### src/rtl/khist_pkg.sv
`timescale 1ns / 1ps
`default_nettype none
// ----------------------------------------------------------------------------
// khist_pkg
// shared types and codes of the keyed track history table
// ----------------------------------------------------------------------------
package khist_pkg;

   // request op codes
   localparam logic [1:0] OP_REPORT = 2'd0;
   localparam logic [1:0] OP_CLEAR  = 2'd1;
   localparam logic [1:0] OP_READ   = 2'd2;
   localparam logic [1:0] OP_NONE   = 2'd3;

   // result event codes
   localparam logic [2:0] EV_ADDED    = 3'd0;
   localparam logic [2:0] EV_UPDATED  = 3'd1;
   localparam logic [2:0] EV_DROPPED  = 3'd2;
   localparam logic [2:0] EV_REMOVED  = 3'd3;
   localparam logic [2:0] EV_REJECTED = 3'd4;
   localparam logic [2:0] EV_IGNORED  = 3'd5;
   localparam logic [2:0] EV_READ     = 3'd6;

   // item kinds after classification
   localparam logic [2:0] KIND_REJECT = 3'd0;
   localparam logic [2:0] KIND_DROP   = 3'd1;
   localparam logic [2:0] KIND_REPORT = 3'd2;
   localparam logic [2:0] KIND_CLEAR  = 3'd3;
   localparam logic [2:0] KIND_READ   = 3'd4;

   // register indexes
   localparam logic [1:0] CSR_MAX_TARGETS  = 2'd0;
   localparam logic [1:0] CSR_MAX_HISTORY  = 2'd1;
   localparam logic [1:0] CSR_DROPPED_CODE = 2'd2;

   typedef struct packed {
      logic [2:0]  kind;
      logic [15:0] target_id;
      logic [63:0] payload;
      logic [3:0]  frame_index;
   } item_type;

   // effective (clamped) limits
   typedef struct packed {
      logic [6:0] max_targets;
      logic [4:0] max_history;
   } limits_type;

endpackage
`default_nettype wire

### src/rtl/khist_front.sv
`timescale 1ns / 1ps
`default_nettype none
// ----------------------------------------------------------------------------
// khist_front
// accepts request items, classifies them and queues them for the back end
// ----------------------------------------------------------------------------
module khist_front import khist_pkg::*; (
   input  wire logic        clock,
   input  wire logic        reset,
   input  wire logic [7:0]  dropped_code,
   input  wire logic        req_valid,
   output logic             req_ready,
   input  wire logic [1:0]  req_op,
   input  wire logic [15:0] req_target_id,
   input  wire logic [7:0]  req_track_status,
   input  wire logic [63:0] req_payload,
   input  wire logic [3:0]  req_frame_index,
   output logic             q_valid,
   output item_type         q_item,
   input  wire logic        q_pop
);

   localparam int QDEPTH = 2;

   item_type   entry_ff [QDEPTH];
   logic       wr_ptr_ff, wr_ptr_in;
   logic       rd_ptr_ff, rd_ptr_in;
   logic [1:0] cnt_ff, cnt_in;
   item_type   cls;
   logic       push, keep;

   always_comb begin
      cls.target_id   = req_target_id;
      cls.payload     = req_payload;
      cls.frame_index = req_frame_index;
      keep            = 1'b1;
      unique case (req_op)
         OP_REPORT: begin
            if (req_track_status > dropped_code) cls.kind = KIND_REJECT;
            else if (req_track_status == dropped_code) cls.kind = KIND_DROP;
            else cls.kind = KIND_REPORT;
         end
         OP_CLEAR: cls.kind = KIND_CLEAR;
         OP_READ:  cls.kind = KIND_READ;
         default: begin
            cls.kind = KIND_REJECT;
            keep     = 1'b0;   // unused op: no result, no change
         end
      endcase
   end

   assign req_ready = (cnt_ff != 2'(QDEPTH));
   assign push      = req_valid && req_ready && keep;
   assign q_valid   = (cnt_ff != 2'd0);
   assign q_item    = entry_ff[rd_ptr_ff];

   always_comb begin
      wr_ptr_in = push  ? ~wr_ptr_ff : wr_ptr_ff;
      rd_ptr_in = q_pop ? ~rd_ptr_ff : rd_ptr_ff;
      cnt_in    = cnt_ff + 2'(push) - 2'(q_pop);
   end

   always_ff @(posedge clock) begin
      if (push) entry_ff[wr_ptr_ff] <= cls;
   end

   always_ff @(posedge clock) begin
      if (reset) begin
         wr_ptr_ff <= 1'b0;
         rd_ptr_ff <= 1'b0;
         cnt_ff    <= 2'd0;
      end else begin
         wr_ptr_ff <= wr_ptr_in;
         rd_ptr_ff <= rd_ptr_in;
         cnt_ff    <= cnt_in;
      end
   end

endmodule
`default_nettype wire

### config.mk
export PLATFORM = sky130hd
export DESIGN_NAME = khist_front
export DESIGN_NICKNAME = d
export VERILOG_FILES = /design/src/rtl/khist_pkg.sv /design/src/rtl/khist_front.sv
export SDC_FILE = /design/constraint.sdc
export NUM_CORES = 1
export LEC_CHECK = 0
export BUFFER_PORTS_ARGS = -buffer_cell sky130_fd_sc_hd__buf_2
export CORE_AREA = 4 4 126 128
export CTS_BUF_LIST = sky130_fd_sc_hd__clkbuf_4 sky130_fd_sc_hd__clkbuf_8 sky130_fd_sc_hd__clkbuf_16
export CTS_CLUSTER_DIAMETER = 60
export DETAILED_ROUTE_END_ITERATION = 16
export DIE_AREA = 0 0 130 132
export GPL_TIMING_DRIVEN = 1
export MAX_ROUTING_LAYER = met4
export PLACE_DENSITY = 0.74
export SYNTH_ARGS = -nofsm -noshare
export SYNTH_HDL_FRONTEND = slang
export SYNTH_SLANG_ARGS = --single-unit
### constraint.sdc
create_clock -name clock -period 4.7 [get_ports clock]
set_input_delay 0.235 -clock clock [delete_from_list [all_inputs] [get_ports clock]]
set_output_delay 0.235 -clock clock [all_outputs]
set_load 0.005 [all_outputs]
---- Word level (Yosys, flattened, before mapping) ----
Memories as Yosys holds them, arrays and structs flattened. A register that Yosys moved wholly into a read port is not among the register bits.
Cells that the tools add are included.
cells by class
  muxes and demuxes ....................... 8
  reductions and logical operators ........ 5
  add/sub/neg operators ................... 2
  bitwise gates (word level) .............. 2
  equality and inequality tests ........... 4
  $lt $le $gt $ge ......................... 1
operator list
  kind                                                  number
  one-hot mux 3 bit (3 select lines)                    1
  equality test 8 bit                                   1
  > comparator 8 bit                                    1
  two-way mux 1 bit                                     5
  two-way mux 2 bit                                     2
  OR reduction 3 bit                                    1
  adder 2 x 1 -> 2 bit                                  1
  equality test 2 x 1 -> 1 bit (second input constant)  1
  equality test 2 bit (second input constant)           1
  logical AND 1 bit                                     2
  logical NOT 2 bit                                     1
  inequality test 2 bit (second input constant)         1
  NOT 1 bit                                             2
  nonzero test 2 bit                                    1
  subtractor 2 x 1 -> 2 bit                             1
storage, ports and cells
  RAM bits ................................ 174
  output and inout port bits .............. 89
  input bits .............................. 106
  bits in registers ....................... 4
  memories ................................ 1
  logic and storage cells ................. 26
memories
  name      words  width  rd ports  clocked after Yosys merged registers in  write ports  RTL line           RTL
  entry_ff  2      87     1         1                                        1            khist_front.sv:25  item_type entry_ff [QDEPTH];

---- Logic depth before layout (Yosys ltp) ----
  depth after elaboration ................. 6
  gate-level depth with buffers ........... 8
  gate-level depth less buffers ........... 8

---- Least setup slack after synthesis ----
Ideal clock, no wire load.
  kind .................................... reg-to-reg
  from .................................... register cnt_ff[0]
  to ...................................... memory entry_ff[0][0] (netlist name) (enable)
  period minus slack after synthesis ...... 4,794 ps
  data required time ...................... 4,166 ps
  data arrival time ....................... 4,260 ps
  setup time .............................. 534 ps
  cell stages (with the launch flop) ...... 4
  setup slack ............................. -94 ps
  buffers on the path ..................... 0
  path through ............................ dfxtp_1 nand2b_1 nand3_1 nor2_1
on the way
  cells in the longest elaborated chain, start to end .. 5
RTL lines
  element                                  RTL line           RTL
  from (decl)                              khist_front.sv:28  logic [1:0] cnt_ff, cnt_in;
  from (signal assigned)                   khist_front.sv:75  cnt_ff <= cnt_in;
  inequality test 2 bit                    khist_front.sv:52  assign req_ready = (cnt_ff != 2'(QDEPTH));
  net req_ready                            khist_front.sv:12  output logic req_ready,
  logical AND 1 bit (2 in series)          khist_front.sv:53  assign push = req_valid && req_ready && keep;
  two-way mux 1 bit                        khist_front.sv:64  if (push) entry_ff[wr_ptr_ff] <= cls;
  two-way mux 1 bit (implied by the code)  khist_front.sv:64
  to (decl)                                khist_front.sv:25
The timed path passes the listed nets, and every way through them passes these cells.

---- Final worst setup path ----
  from .................................... register cnt_ff[0]
  to ...................................... memory entry_ff[0][18] (netlist name) (enable)
on the way
  cells in the longest elaborated chain, start to end .. 5
RTL lines
  element                                  RTL line
  inequality test 2 bit                    khist_front.sv:52
  logical AND 1 bit (2 in series)          khist_front.sv:53
  two-way mux 1 bit                        khist_front.sv:64
  two-way mux 1 bit (implied by the code)  khist_front.sv:64
Every way passes these cells.

==> results.md <==
- Gr usage total: 0.163
- Width of the die: 130 um
- Crit start category: register
- Status: completed
- Clk pin slew, worst setup/hold paths: 60 ps
- Num CTS Buffers: 17
- HP Class: input port to register
- Setup Crit Path Kind: register to register
- Post-Synth Simple-Gate Area: 0.0146
- Largest net degree at the start of global routing: 88
- Post-layout util: 0.620
- Mapped Cells: 327
- Initial cell density of the core: 0.451
- Sink Count: 179
- Unique masters post-synth: 22
- Min Hold Slack: 19.8 ps
- Ant diodes: 0
- Worst setup EP type: register
- Post-route cell area: 0.00922 sq mm
- Worst-path fanout max: 48
- WP data arrival: 2540 ps
- Ys Warns: 0
- Worst skew pair latency: 420 ps
- Row cnt: 45
- Share of layout cells above drive strength 1: 0.516
- WL/cell: 16.6 um
- Critical R2R Launch: cnt_ff[0]
- Setup Viol. Count Final: 0
- Max_slew headroom: 0.223
- Yosys reg bits: 179
- Die footprint: 0.0172 sq mm
- CTS tree: built
- Tcrit/Tclk final: 0.521
- Sequential area share after synthesis: 0.795
- Slew Limit Fails: 0
- Area after DPL: 0.00791 sq mm
- Routed vias/inst: 4.84
- Top cell type's share of synthesized area: 0.780
- Final hold vios: 0
- Root buf cell: clkbuf_16
- Number of synthesized flops with an enable pin: 174
- Top-count cell post-synth: edfxtp_1
- DRT iter0 DRCs: 207
- Initial antenna violation count: 0
- Commonest cells in the netlist: 174 x edfxtp_1, 87 x mux2_2, 11 x inv_1
- Setup bufs post-CTS: 0
- GRT overflow: 0
- ANT nets after route: 0
- Die Ht: 132 um
- HPWL after detailed placement: 8550 um
- DRT Pass-1 Iters: 4
- Post-CTS Hold Buffers: 69
- Hold path start: req_frame_index[1]
- Post-synthesis mux area share: 0.146
- Post-Synth Adder-Cell Area: 0.0187
- Synthesized cell area: 0.00670 sq mm
- Remaining DRCs: 0
- Static Leak: 3.53 nW
- P&R area growth vs syn: 37.7%
- RSZ-0062 raised after global routing: no
- Synth Area in XOR/XNOR: 0.00523
- Ranking of synthesized cells by area: edfxtp_1 78%, mux2_2 15%, ha_1 1.9%
- Critical path launch point: cnt_ff[0]
- IO buf count: 194
- Avg Inst Size Synth: 20.5 sq um
- Top Ports: 195
- Final Routed Wirelength: 13300 um
- Power Dens Cells: 429 mW/mm^2
- Worst slew pin tran: 1160 ps
- Nets: 719
- Post_cts resized: 0
- Placer Congestion: 0.783
- MaxCap Viol Count: 0
- Largest family of logic cells by synthesized area: multiplexers
- Global-route wire length before repair: 20800 um
- Min cycle time layout: 2450 ps
- Vias after detailed routing: 3894
- Post-layout worst setup margin: 2250 ps
- Max VDD drop: 0.225 mV
- Worst EP required: 4790 ps
- Core ar.: 0.0149 sq mm
- H-tree Lvls: 4
- Post-Synthesis Net Count: 443
- Clock Tree Buf Depth: 2
- Async SR Flop Fraction: 0
- Top FF cell, synth: edfxtp_1
- Number of global-route vias before repair: 4253
- Post-synth top area cell: edfxtp_1
- Max Clock Freq: 408 MHz
- Dpl ws: 2250 ps
- Compound-Gate Fraction of Synth Area: 0.00673
- Final Skew: 8.89 ps
[power breakdown]
part           internal (mW)  switching (mW)
Clock                  0.847           0.560
Combinational          0.288           0.250
Sequential              1.95          0.0661
[worst paths after layout]
kind | cells after the start | to | slack, ps
worst min-delay path | 1 | entry_ff[1][1] | 20
worst min register to register | 2 | register | 520
worst max register to register | 4 | entry_ff[0][18] | 2250
worst max-delay path | 4 | entry_ff[0][18] | 2250
[stage by stage]
step                      TNS [ps]  cells  power, mW
after floorplan             -16290    327       2.31
after global placement           0    701       2.53
after detailed placement         0    701       2.55
after CTS                        0    802       4.01
after global routing             0    804       4.14
final                            0    804       3.96
[routing by layer]
layer / routed length (um) / vias up / GRT usage
met4: 352 / 0 / 0.0722
li1: - / 1831 / -
met5: 0 / - / -
met3: 691 / 29 / 0.0405
met2: 7030 / 128 / 0.279
met1: 5250 / 1906 / 0.179
[state kept, by name, indices dropped and copies added, names as in the netlist, named ones only]
signal	flops
entry_ff	174
rd_ptr_ff	1
wr_ptr_ff	1
cnt_ff	2
[cell families (layout without fill, tap and decap cells)]
logic type,Yosys count,after routing
muxes,87,87
AOI/OAI and AO/OA,6,6
buffers and inverters,21,310
DFF,179,179
xor gates and xnor gates,4,4
adders and majority gates,10,10
and+or+nand+nor,20,20
[cell usage in the layout, fill, tap and decap left out, drive strengths merged, types with 3 or more instances in the layout]
cell type and instances:
a211oi 3, buf 196, bufinv 3, clkbuf 19
clkinv 6, dfxtp 5, dlygate4sd3 71, edfxtp 174
ha 10, inv 13, mux2 87, nor2 10
nor2b 3, xnor2 3
[cell type report]
| type | count | area [sq um] |
|---|---|---|
| Fill cell | 1085 | 5640 |
| Sequential cell | 179 | 5330 |
| Timing Repair Buffer | 267 | 1720 |
| Multi-Input combinational cell | 127 | 1300 |
| Clock buffer | 19 | 440 |
| Tap cell | 188 | 235 |
| Clock inverter | 13 | 158 |
| Inverter | 11 | 41.3 |
[critical path, stage by stage, from the launching register on]
cell and delay [ps]:
dfxtp_1 350, nand2b_1 130, nand3_1 250, nor2_4 940, buf_12 350
(Power assumes the default switching activity.)
